## config.mk

```make
export PLATFORM = sky130hd
export DESIGN_NAME = neighbor_liveness_aging_table
export DESIGN_NICKNAME = d
export VERILOG_FILES = /design/src/hdl/nlat_pkg.sv /design/src/hdl/nlat_ctrl.sv /design/src/hdl/nlat_dp.sv /design/src/hdl/neighbor_liveness_aging_table.sv
export SDC_FILE = /design/constraint.sdc
export NUM_CORES = 1
export LEC_CHECK = 0
export ABC_CLOCK_PERIOD_IN_PS = 11900
export BUFFER_PORTS_ARGS = -buffer_cell sky130_fd_sc_hd__buf_2
export CORE_ASPECT_RATIO = 1.1
export CORE_MARGIN = 2
export CORE_UTILIZATION = 60
export CTS_BUF_LIST = sky130_fd_sc_hd__clkbuf_4 sky130_fd_sc_hd__clkbuf_8
export CTS_CLUSTER_SIZE = 10
export DETAILED_ROUTE_END_ITERATION = 8
export PLACE_DENSITY_LB_ADDON = 0.05
export REMOVE_ABC_BUFFERS = 1
export SETUP_SLACK_MARGIN = 0.5
export SYNTH_ARGS = -nofsm -noshare
export SYNTH_HDL_FRONTEND = slang
export SYNTH_SLANG_ARGS = --single-unit
```

## constraint.sdc

```tcl
create_clock -name clk -period 11.9 [get_ports clk]
set_input_delay 3.57 -clock clk [delete_from_list [all_inputs] [get_ports clk]]
set_output_delay 3.57 -clock clk [all_outputs]
set_load 0.01 [all_outputs]
```

## src/hdl/nlat_pkg.sv

```systemverilog
package nlat_pkg;

	// Field widths of the item and result
	localparam int unsigned NODE_W      = 8;
	localparam int unsigned TICK_W      = 32;
	localparam int unsigned CMD_W       = 2;
	localparam int unsigned STATUS_W    = 3;
	localparam int unsigned SLOT_OUT_W  = 4;

	// Table defaults and limits
	localparam int unsigned SLOTS_DEF     = 16;
	localparam int unsigned MAX_RESULTS   = 16;
	localparam int unsigned CNT_W         = $clog2(MAX_RESULTS + 1);
	localparam logic [TICK_W-1:0] AGE_LIMIT_RST = 32'd30000;

	// Configuration register indexes
	localparam logic REG_AGE_LIMIT = 1'b0;

	// Command codes carried in tuser
	typedef enum logic [CMD_W-1:0] {
		CMD_HEARTBEAT = 2'd0,
		CMD_CHECK     = 2'd1,
		CMD_DELETE    = 2'd2
	} cmd_t;

	// Result status codes
	typedef enum logic [STATUS_W-1:0] {
		STS_REFRESHED    = 3'd0,
		STS_INSERTED     = 3'd1,
		STS_FULL         = 3'd2,
		STS_DELETED      = 3'd3,
		STS_NOT_FOUND    = 3'd4,
		STS_EXPIRED      = 3'd5,
		STS_NONE_EXPIRED = 3'd6
	} status_t;

	// Controller states
	typedef enum logic [1:0] {
		S_IDLE,
		S_SCAN,
		S_FINISH
	} state_t;

	// Commands from controller to datapath
	typedef struct packed {
		logic load;
		logic scan;
		logic finish;
	} ctl_t;

	// Status from datapath to controller
	typedef struct packed {
		logic scan_done;
		logic out_free;
	} sts_t;

endpackage

```

## src/hdl/nlat_ctrl.sv

```systemverilog
module nlat_ctrl (
	input  logic            clk,
	input  logic            arst_n,
	input  logic            in_tvalid,
	output logic            in_tready,
	output nlat_pkg::ctl_t  ctl,
	input  nlat_pkg::sts_t  sts
);

	nlat_pkg::state_t state_q;
	nlat_pkg::state_t state_d;

	// State register
	always_ff @(posedge clk or negedge arst_n) begin
		if (!arst_n) begin
			state_q <= nlat_pkg::S_IDLE;
		end else begin
			state_q <= state_d;
		end
	end

	// Next state and commands
	always_comb begin
		state_d    = state_q;
		in_tready  = 1'b0;
		ctl        = '0;
		case (state_q)
			nlat_pkg::S_IDLE: begin
				in_tready = 1'b1;
				if (in_tvalid) begin
					ctl.load = 1'b1;
					state_d  = nlat_pkg::S_SCAN;
				end
			end
			nlat_pkg::S_SCAN: begin
				ctl.scan = 1'b1;
				if (sts.scan_done) begin
					state_d = nlat_pkg::S_FINISH;
				end
			end
			nlat_pkg::S_FINISH: begin
				// wait for room in the output register
				if (sts.out_free) begin
					ctl.finish = 1'b1;
					state_d    = nlat_pkg::S_IDLE;
				end
			end
			default: begin
				state_d = nlat_pkg::S_IDLE;
			end
		endcase
	end

endmodule

```

## src/hdl/nlat_dp.sv

```systemverilog
module nlat_dp #(
	parameter int unsigned TABLE_SLOTS = nlat_pkg::SLOTS_DEF
) (
	input  logic                              clk,
	input  logic                              arst_n,
	input  nlat_pkg::ctl_t                    ctl,
	output nlat_pkg::sts_t                    sts,
	input  logic [nlat_pkg::CMD_W-1:0]        in_cmd,
	input  logic [nlat_pkg::NODE_W-1:0]       in_node,
	input  logic [nlat_pkg::TICK_W-1:0]       in_now,
	input  logic [nlat_pkg::TICK_W-1:0]       age_limit,
	input  logic                              out_tready,
	output logic                              out_tvalid,
	output logic [nlat_pkg::STATUS_W-1:0]     out_status,
	output logic [nlat_pkg::NODE_W-1:0]       out_node,
	output logic [nlat_pkg::SLOT_OUT_W-1:0]   out_slot,
	output logic                              out_last
);

	localparam int unsigned AW = (TABLE_SLOTS > 1) ? $clog2(TABLE_SLOTS) : 1;
	localparam int unsigned CW = $clog2(TABLE_SLOTS + 1);

	// Item registers
	logic [nlat_pkg::CMD_W-1:0]  cmd_q;
	logic [nlat_pkg::NODE_W-1:0] node_q;
	logic [nlat_pkg::TICK_W-1:0] now_q;

	// Table storage
	logic [nlat_pkg::NODE_W-1:0] mem_node  [TABLE_SLOTS];
	logic [nlat_pkg::TICK_W-1:0] mem_stamp [TABLE_SLOTS];
	logic [TABLE_SLOTS-1:0]      valid_q;

	// Scan pointer and evaluation stage
	logic [CW-1:0]               rd_cnt_q;
	logic                        ev_vld_s1;
	logic [AW-1:0]               ev_idx_s1;
	logic [nlat_pkg::NODE_W-1:0] node_s1;
	logic [nlat_pkg::TICK_W-1:0] stamp_s1;

	// Scan findings
	logic                        hit_q;
	logic [AW-1:0]               hit_idx_q;
	logic                        free_q;
	logic [AW-1:0]               free_idx_q;
	logic                        pend_q;
	logic [nlat_pkg::NODE_W-1:0] pend_node_q;
	logic [AW-1:0]               pend_idx_q;
	logic [nlat_pkg::CNT_W-1:0]  exp_cnt_q;

	// Output register
	logic                            out_vld_q;
	logic [nlat_pkg::STATUS_W-1:0]   out_status_q;
	logic [nlat_pkg::NODE_W-1:0]     out_node_q;
	logic [nlat_pkg::SLOT_OUT_W-1:0] out_slot_q;
	logic                            out_last_q;

	logic                        out_free;
	logic                        ev_valid;
	logic                        ev_match;
	logic [nlat_pkg::TICK_W-1:0] ev_age;
	logic                        expire_now;
	logic                        stall;
	logic                        ev_go;
	logic                        rd_more;
	logic                        rd_en;

	logic                            emit;
	logic [nlat_pkg::STATUS_W-1:0]   emit_status;
	logic [nlat_pkg::NODE_W-1:0]     emit_node;
	logic [nlat_pkg::SLOT_OUT_W-1:0] emit_slot;
	logic                            emit_last;

	logic                        wr_en;
	logic [AW-1:0]               wr_idx;
	logic                        set_vld;
	logic                        clr_fin;

	// Evaluation of the slot held in the registered read stage
	assign out_free   = !out_vld_q || out_tready;
	assign ev_valid   = valid_q[ev_idx_s1];
	assign ev_match   = ev_valid && (node_s1 == node_q);
	assign ev_age     = now_q - stamp_s1;
	assign expire_now = (cmd_q == nlat_pkg::CMD_CHECK) && ev_valid &&
	                    (ev_age > age_limit) &&
	                    (exp_cnt_q < nlat_pkg::CNT_W'(nlat_pkg::MAX_RESULTS));
	assign stall      = ev_vld_s1 && expire_now && pend_q && !out_free;
	assign ev_go      = ctl.scan && ev_vld_s1 && !stall;
	assign rd_more    = rd_cnt_q < CW'(TABLE_SLOTS);
	assign rd_en      = ctl.scan && !stall && rd_more;

	assign sts.scan_done = !rd_more && !ev_vld_s1;
	assign sts.out_free  = out_free;

	// Result selection and end-of-item table updates
	always_comb begin
		emit        = 1'b0;
		emit_status = nlat_pkg::STS_NONE_EXPIRED;
		emit_node   = '0;
		emit_slot   = '0;
		emit_last   = 1'b0;
		wr_en       = 1'b0;
		wr_idx      = hit_idx_q;
		set_vld     = 1'b0;
		clr_fin     = 1'b0;
		if (ev_go && expire_now && pend_q) begin
			// a newer expiry pushes out the held one
			emit        = 1'b1;
			emit_status = nlat_pkg::STS_EXPIRED;
			emit_node   = pend_node_q;
			emit_slot   = nlat_pkg::SLOT_OUT_W'(pend_idx_q);
		end else if (ctl.finish) begin
			emit_last = 1'b1;
			emit_node = node_q;
			case (cmd_q)
				nlat_pkg::CMD_HEARTBEAT: begin
					emit = 1'b1;
					if (hit_q) begin
						emit_status = nlat_pkg::STS_REFRESHED;
						emit_slot   = nlat_pkg::SLOT_OUT_W'(hit_idx_q);
						wr_en       = 1'b1;
					end else if (free_q) begin
						emit_status = nlat_pkg::STS_INSERTED;
						emit_slot   = nlat_pkg::SLOT_OUT_W'(free_idx_q);
						wr_en       = 1'b1;
						wr_idx      = free_idx_q;
						set_vld     = 1'b1;
					end else begin
						emit_status = nlat_pkg::STS_FULL;
					end
				end
				nlat_pkg::CMD_DELETE: begin
					emit = 1'b1;
					if (hit_q) begin
						emit_status = nlat_pkg::STS_DELETED;
						emit_slot   = nlat_pkg::SLOT_OUT_W'(hit_idx_q);
						clr_fin     = 1'b1;
					end else begin
						emit_status = nlat_pkg::STS_NOT_FOUND;
					end
				end
				nlat_pkg::CMD_CHECK: begin
					emit = 1'b1;
					if (pend_q) begin
						emit_status = nlat_pkg::STS_EXPIRED;
						emit_node   = pend_node_q;
						emit_slot   = nlat_pkg::SLOT_OUT_W'(pend_idx_q);
					end else begin
						emit_status = nlat_pkg::STS_NONE_EXPIRED;
						emit_node   = '0;
					end
				end
				default: begin
					// unused command: no result
					emit = 1'b0;
				end
			endcase
		end
	end

	// Table memory: one write port, one registered read port
	always_ff @(posedge clk) begin
		if (wr_en) begin
			mem_node[wr_idx]  <= node_q;
			mem_stamp[wr_idx] <= now_q;
		end
		if (rd_en) begin
			node_s1  <= mem_node[rd_cnt_q[AW-1:0]];
			stamp_s1 <= mem_stamp[rd_cnt_q[AW-1:0]];
		end
	end

	// Valid bits
	always_ff @(posedge clk or negedge arst_n) begin
		if (!arst_n) begin
			valid_q <= '0;
		end else begin
			if (ev_go && expire_now) begin
				valid_q[ev_idx_s1] <= 1'b0;
			end
			if (set_vld) begin
				valid_q[free_idx_q] <= 1'b1;
			end
			if (clr_fin) begin
				valid_q[hit_idx_q] <= 1'b0;
			end
		end
	end

	// Item payload
	always_ff @(posedge clk) begin
		if (ctl.load) begin
			cmd_q  <= in_cmd;
			node_q <= in_node;
			now_q  <= in_now;
		end
	end

	// Scan control and findings
	always_ff @(posedge clk or negedge arst_n) begin
		if (!arst_n) begin
			rd_cnt_q  <= '0;
			ev_vld_s1 <= 1'b0;
			ev_idx_s1 <= '0;
			hit_q     <= 1'b0;
			free_q    <= 1'b0;
			pend_q    <= 1'b0;
			exp_cnt_q <= '0;
		end else if (ctl.load) begin
			rd_cnt_q  <= '0;
			ev_vld_s1 <= 1'b0;
			hit_q     <= 1'b0;
			free_q    <= 1'b0;
			pend_q    <= 1'b0;
			exp_cnt_q <= '0;
		end else if (ctl.scan && !stall) begin
			ev_vld_s1 <= rd_more;
			if (rd_more) begin
				ev_idx_s1 <= rd_cnt_q[AW-1:0];
				rd_cnt_q  <= rd_cnt_q + 1'b1;
			end
			if (ev_vld_s1) begin
				if (ev_match && !hit_q) begin
					hit_q <= 1'b1;
				end
				if (!ev_valid && !free_q) begin
					free_q <= 1'b1;
				end
				if (expire_now) begin
					pend_q    <= 1'b1;
					exp_cnt_q <= exp_cnt_q + 1'b1;
				end
			end
		end
	end

	// Finding payloads, qualified by the flags above
	always_ff @(posedge clk) begin
		if (ev_go) begin
			if (ev_match && !hit_q) begin
				hit_idx_q <= ev_idx_s1;
			end
			if (!ev_valid && !free_q) begin
				free_idx_q <= ev_idx_s1;
			end
			if (expire_now) begin
				pend_node_q <= node_s1;
				pend_idx_q  <= ev_idx_s1;
			end
		end
	end

	// Output register
	always_ff @(posedge clk or negedge arst_n) begin
		if (!arst_n) begin
			out_vld_q <= 1'b0;
		end else if (emit) begin
			out_vld_q <= 1'b1;
		end else if (out_tready) begin
			out_vld_q <= 1'b0;
		end
	end

	always_ff @(posedge clk) begin
		if (emit) begin
			out_status_q <= emit_status;
			out_node_q   <= emit_node;
			out_slot_q   <= emit_slot;
			out_last_q   <= emit_last;
		end
	end

	assign out_tvalid = out_vld_q;
	assign out_status = out_status_q;
	assign out_node   = out_node_q;
	assign out_slot   = out_slot_q;
	assign out_last   = out_last_q;

endmodule

```

## src/hdl/neighbor_liveness_aging_table.sv

```systemverilog
// A result leaves after the slot scan that follows acceptance of its item; a
// check gives one result per expired slot (at most MAX_RESULTS) or one
// none-expired result, all but the last during the scan. Items are taken only
// in idle; the scan reads one table entry per cycle unless the output stalls.
// Reset: all slots free, age limit 30000, no result pending.
module neighbor_liveness_aging_table #(
	parameter int unsigned TABLE_SLOTS = nlat_pkg::SLOTS_DEF
) (
	input  logic        clk,
	input  logic        arst_n,
	// item in
	input  logic        s_axis_tvalid,
	output logic        s_axis_tready,
	input  logic [39:0] s_axis_tdata,  // [7:0] node_id, [39:8] now_tick
	input  logic [1:0]  s_axis_tuser,  // [1:0] cmd
	// result out
	output logic        m_axis_tvalid,
	input  logic        m_axis_tready,
	output logic [15:0] m_axis_tdata,  // [2:0] status, [10:3] reported_node,
	                                   // [14:11] slot_index, [15] zero
	output logic        m_axis_tlast,  // last_result
	// configuration
	input  logic        psel,
	input  logic        penable,
	input  logic        pwrite,
	input  logic [2:0]  paddr,
	input  logic [31:0] pwdata,
	output logic [31:0] prdata,
	output logic        pready
);

	nlat_pkg::ctl_t ctl;
	nlat_pkg::sts_t sts;

	logic [nlat_pkg::TICK_W-1:0]     age_limit_q;
	logic [nlat_pkg::STATUS_W-1:0]   res_status;
	logic [nlat_pkg::NODE_W-1:0]     res_node;
	logic [nlat_pkg::SLOT_OUT_W-1:0] res_slot;

	// Configuration register
	assign pready = 1'b1;

	always_ff @(posedge clk or negedge arst_n) begin
		if (!arst_n) begin
			age_limit_q <= nlat_pkg::AGE_LIMIT_RST;
		end else if (psel && penable && pwrite && pready &&
		             (paddr[2] == nlat_pkg::REG_AGE_LIMIT)) begin
			age_limit_q <= pwdata;
		end
	end

	assign prdata = (paddr[2] == nlat_pkg::REG_AGE_LIMIT) ? age_limit_q : '0;

	nlat_ctrl u_ctrl (
		.clk       (clk),
		.arst_n    (arst_n),
		.in_tvalid (s_axis_tvalid),
		.in_tready (s_axis_tready),
		.ctl       (ctl),
		.sts       (sts)
	);

	nlat_dp #(
		.TABLE_SLOTS (TABLE_SLOTS)
	) u_dp (
		.clk        (clk),
		.arst_n     (arst_n),
		.ctl        (ctl),
		.sts        (sts),
		.in_cmd     (s_axis_tuser),
		.in_node    (s_axis_tdata[7:0]),
		.in_now     (s_axis_tdata[39:8]),
		.age_limit  (age_limit_q),
		.out_tready (m_axis_tready),
		.out_tvalid (m_axis_tvalid),
		.out_status (res_status),
		.out_node   (res_node),
		.out_slot   (res_slot),
		.out_last   (m_axis_tlast)
	);

	// Pack result fields
	assign m_axis_tdata = {1'b0, res_slot, res_node, res_status};

endmodule
```

==> metrics.md <==
| Metric | Value |
|---|---|
| Clk slew on worst S/H paths | `0.06 ns` |
| Clock Sinks | `827` |
| Max Fanout on Critical Path | `33` |
| Post-synthesis sequential area ratio | `72.1%` |
| Fmax | `123 MHz` |
| Drc violations | `0` |
| Main combinational cell family by area after synthesis | `multiplexers` |
| Number of nets in the layout | `2174` |
| Final Skew | `0.0392 ns` |
| Die Footprint | `0.0586 mm²` |
| Vias post-DR | `18000` |
| Cts repair resizes | `0` |
| Largest net degree at the start of global routing | `101` |
| Worst stage delay on the critical path | `0.66 ns` |
| FP Rows | `91` |
| Adder-cell share of the synthesized area | `2.45%` |
| Critical Path, Cell by Cell | `buf_2, nor2_1, buf_2` |
| Hpwl dp | `43200 µm` |
| Most common cell after layout, fill and taps aside | `edfxtp_1` |
| Antenna violations before repair | `2` |
| 1st-iter DRT viols | `1739` |
| Max-cap violation count | `0` |
| Leak Pwr | `13.2 nW` |
| RSZ-0062 raised after global routing | `false` |
| CTS H-tree depth | `4` |
| Root buf cell | `clkbuf_8` |
| Gate Count Post-Synth | `1806` |
| Multiplexer area fraction after synthesis | `15.0%` |
| DR vias/cell | `6.26` |
| Core area | `0.0560 mm²` |
| Post-Synth XOR/XNOR Area | `0.876%` |
| Max IR drop VDD | `181 µV` |
| CTS Buf Count | `132` |
| Fin cells | `2872` |
| FF-to-FF path depth | `21` |
| Post-CTS Setup Inserts | `0` |
| DR WL/cell | `27.5 µm` |
| First-pass GRT wire length | `116000 µm` |
| Die width | `231 µm` |
| Final setup vio count | `0` |
| Longest Clk Path Bufs | `3` |
| Count of pins over their slew limit | `0` |
| Synthesis Warnings | `0` |
| Post-Place Cells | `2634` |
| Worst Hold Path Cells | `0` |
| Total GRT Usage | `28.0%` |
| Slew HR | `22.5%` |
| Clk_lat worst skew | `0.79 ns` |
| Synth-to-Final Area Change | `12.4%` |
| CP Launch Type | `primary input` |
| Critical Path Sink Type | `output pin` |
| Status | `finished clean` |
| Area of the mapped netlist | `0.0340 mm²` |
| Pwr Density | `227 mW/mm²` |
| Initial Util | `60.7%` |
| CP top delay family | `buffers and inverters` |
| Final wirelength | `78900 µm` |
| Reg-to-Reg End | `u_dp.stamp_s1[25]` |
| Routed Antenna Nets | `0` |
| Port Buffer Count | `131` |
| CP Depth | `3` |
| CTS Hold Buffers Added | `0` |
| Hold Startpoint | `u_dp.node_s1[3]` |
| FF-to-FF Start | `u_dp.now_q[0]` |
| Post-synth EDFFs | `758` |
| Layout cell share with drive strength beyond 1 | `30.4%` |
| Main synth FF type | `edfxtp_1` |
| Synth Register Bits | `827` |
| Detailed Routing Iterations Pass 1 | `5` |
| Number of global-route vias before repair | `18400` |
| Compound-Gate Fraction of Synth Area | `3.91%` |
| Die span in y | `254 µm` |
| Post-synthesis simple-gate area fraction | `3.86%` |
| Cell mode on critical path | `buf_2` |
| Grt ovf | `0` |
| Mean post-synth cell area | `18.8 µm²` |
| WP buf/inv | `2` |
| Setup TNS | `0 ns` |
| CTS tree | `yes` |
| Kind of critical path | `primary input to output pin` |
| Hold crit path type | `flip-flop to flip-flop` |
| Worst Hold End | `u_dp.pend_node_q[3]` |
| Worst slew pin tran | `1.16 ns` |
| Final min period | `8.11 ns` |
| Hold Fails Final Rpt | `0` |
| R2R Setup Slk | `5.22 ns` |
| I/O pin cnt | `136` |
| Arr. time, crit path | `4.54 ns` |
| WP data required | `8.33 ns` |
| Fraction of registers with async set/reset | `8.34%` |
| Crit-path slowest cell | `buf_2` |
| Synth cell types | `66` |
| Gpl congestion | `0.894` |
| Commonest non-fill, non-tap cells in the layout | `758 x edfxtp_1, 205 x mux4_2, 137 x clkbuf_8, 130 x buf_2, 82 x nor2_1` |
| Final period utilization | `68.2%` |
## state kept, by name (all words and copies together) (netlist names), 2 cells and up
register	count
age_limit_q	32
u_ctrl.state_q	2
u_dp.cmd_q	2
u_dp.ev_idx_s1	4
u_dp.exp_cnt_q	5
u_dp.free_idx_q	4
u_dp.hit_idx_q	4
u_dp.mem_node	128
u_dp.mem_stamp	512
u_dp.node_q	8
u_dp.node_s1	8
u_dp.now_q	32
u_dp.out_node	8
u_dp.out_slot	4
u_dp.out_status	3
u_dp.pend_idx_q	4
u_dp.pend_node_q	8
u_dp.rd_cnt_q	5
u_dp.stamp_s1	32
u_dp.valid_q	16
## cells in the mapped netlist, drive strengths merged (3+ instances only)
library cell	n	area share, %
a31o	3	0.077
dfstp	7	0.54
inv	80	0.88
o31ai	7	0.15
a22oi	4	0.088
a211o	4	0.10
or3	5	0.092
o22ai	7	0.13
mux2	36	1.2
nor3	16	0.24
clkbuf	51	0.57
o21bai	3	0.066
a32oi	4	0.10
a211oi	4	0.088
a31oi	21	0.43
nand3	12	0.18
and3	10	0.18
nor4	3	0.055
dfrtp	62	4.6
nand2	62	0.68
nand2b	12	0.22
mux4	205	14
nand4b	3	0.077
nand4	17	0.31
o21a	5	0.11
nor2b	19	0.35
o211ai	4	0.088
a32o	3	0.088
ha	65	2.4
xor2	9	0.23
or2	3	0.055
mux2i	7	0.21
nor2	99	1.1
o21ai	40	0.59
edfxtp	758	67
a21o	25	0.55
a21oi	49	0.72
and2	7	0.13
buf	22	0.34
xnor2	25	0.64
## cell families (layout without fill, tap and decap cells)
group,after synthesis,count (layout)
adders and majority gates,66,66
DFF,827,827
muxes,248,248
and+or+nand+nor,274,274
AOI/OAI and AO/OA,202,202
other,2,3
buffers and inverters,153,474
xor gates and xnor gates,34,34
## power breakdown
group          switching, mW  total, mW  internal, mW  leakage, nW
Combinational           1.35       2.57          1.22         4.17
Clock                   1.11       2.38          1.27         1.36
Sequential             0.232       3.71          3.48         7.71
Total                   2.69       8.66          5.97         13.2
## how the worst max path moves through the flow
stage | slack (ns) | start | endpoint
global route | 3.70 | paddr[2] | prdata[24]
finish | 3.79 | paddr[2] | prdata[25]
global placement | 3.82 | paddr[2] | prdata[11]
detailed placement | 3.77 | paddr[2] | prdata[25]
CTS | 3.77 | paddr[2] | prdata[25]
floorplan | 4.32 | u_dp.rd_cnt_q[0] | u_dp.node_s1[0]
## worst reg2reg max path: cells and delay by family (launching register included)
kind | cells | cell delay (ns)
flops | 1 | 0.61
buf+inv | 3 | 0.88
fa+ha+maj | 3 | 0.76
compound gates | 7 | 1.88
simple gates | 8 | 2.13
## per-stage QoR
stage | cell area (µm²) | total power [mW] | worst slack (ns) | hold slack (ns) | util (%)
3_3_place_gp | 35600 | 6.28 | 3.82 | 0.458 | 63.6
5_1_grt | 38200 | 9.09 | 3.70 | 0.486 | 68.2
3_5_place_dp | 35600 | 6.34 | 3.77 | 0.465 | 63.6
6_report | 38200 | 8.66 | 3.79 | 0.466 | 68.2
4_1_cts | 38200 | 8.72 | 3.77 | 0.458 | 68.2
2_1_floorplan | 33700 | 5.83 | 4.32 | 0.449 | -
## per-layer routing
layer / wire [µm] / track usage, % / vias to the layer above
met4: 1960 / 9.73 / 0
met1: 32500 / 38.9 / 9395
met3: 5080 / 4.93 / 124
met5: 0 / 0 / -
met2: 39400 / 45.4 / 726
li1: - / - / 7731
## layout make-up
cell class / count / area [µm²]
Sequential cell: 827 / 24500
Fill cell: 3774 / 17800
Multi-Input combinational cell: 826 / 8990
Clock buffer: 177 / 2190
Tap cell: 744 / 931
Timing Repair Buffer: 157 / 866
Clock inverter: 60 / 409
Inverter: 80 / 300
Antenna cell: 1 / 2.50
Power figures use the tool's default switching activity.
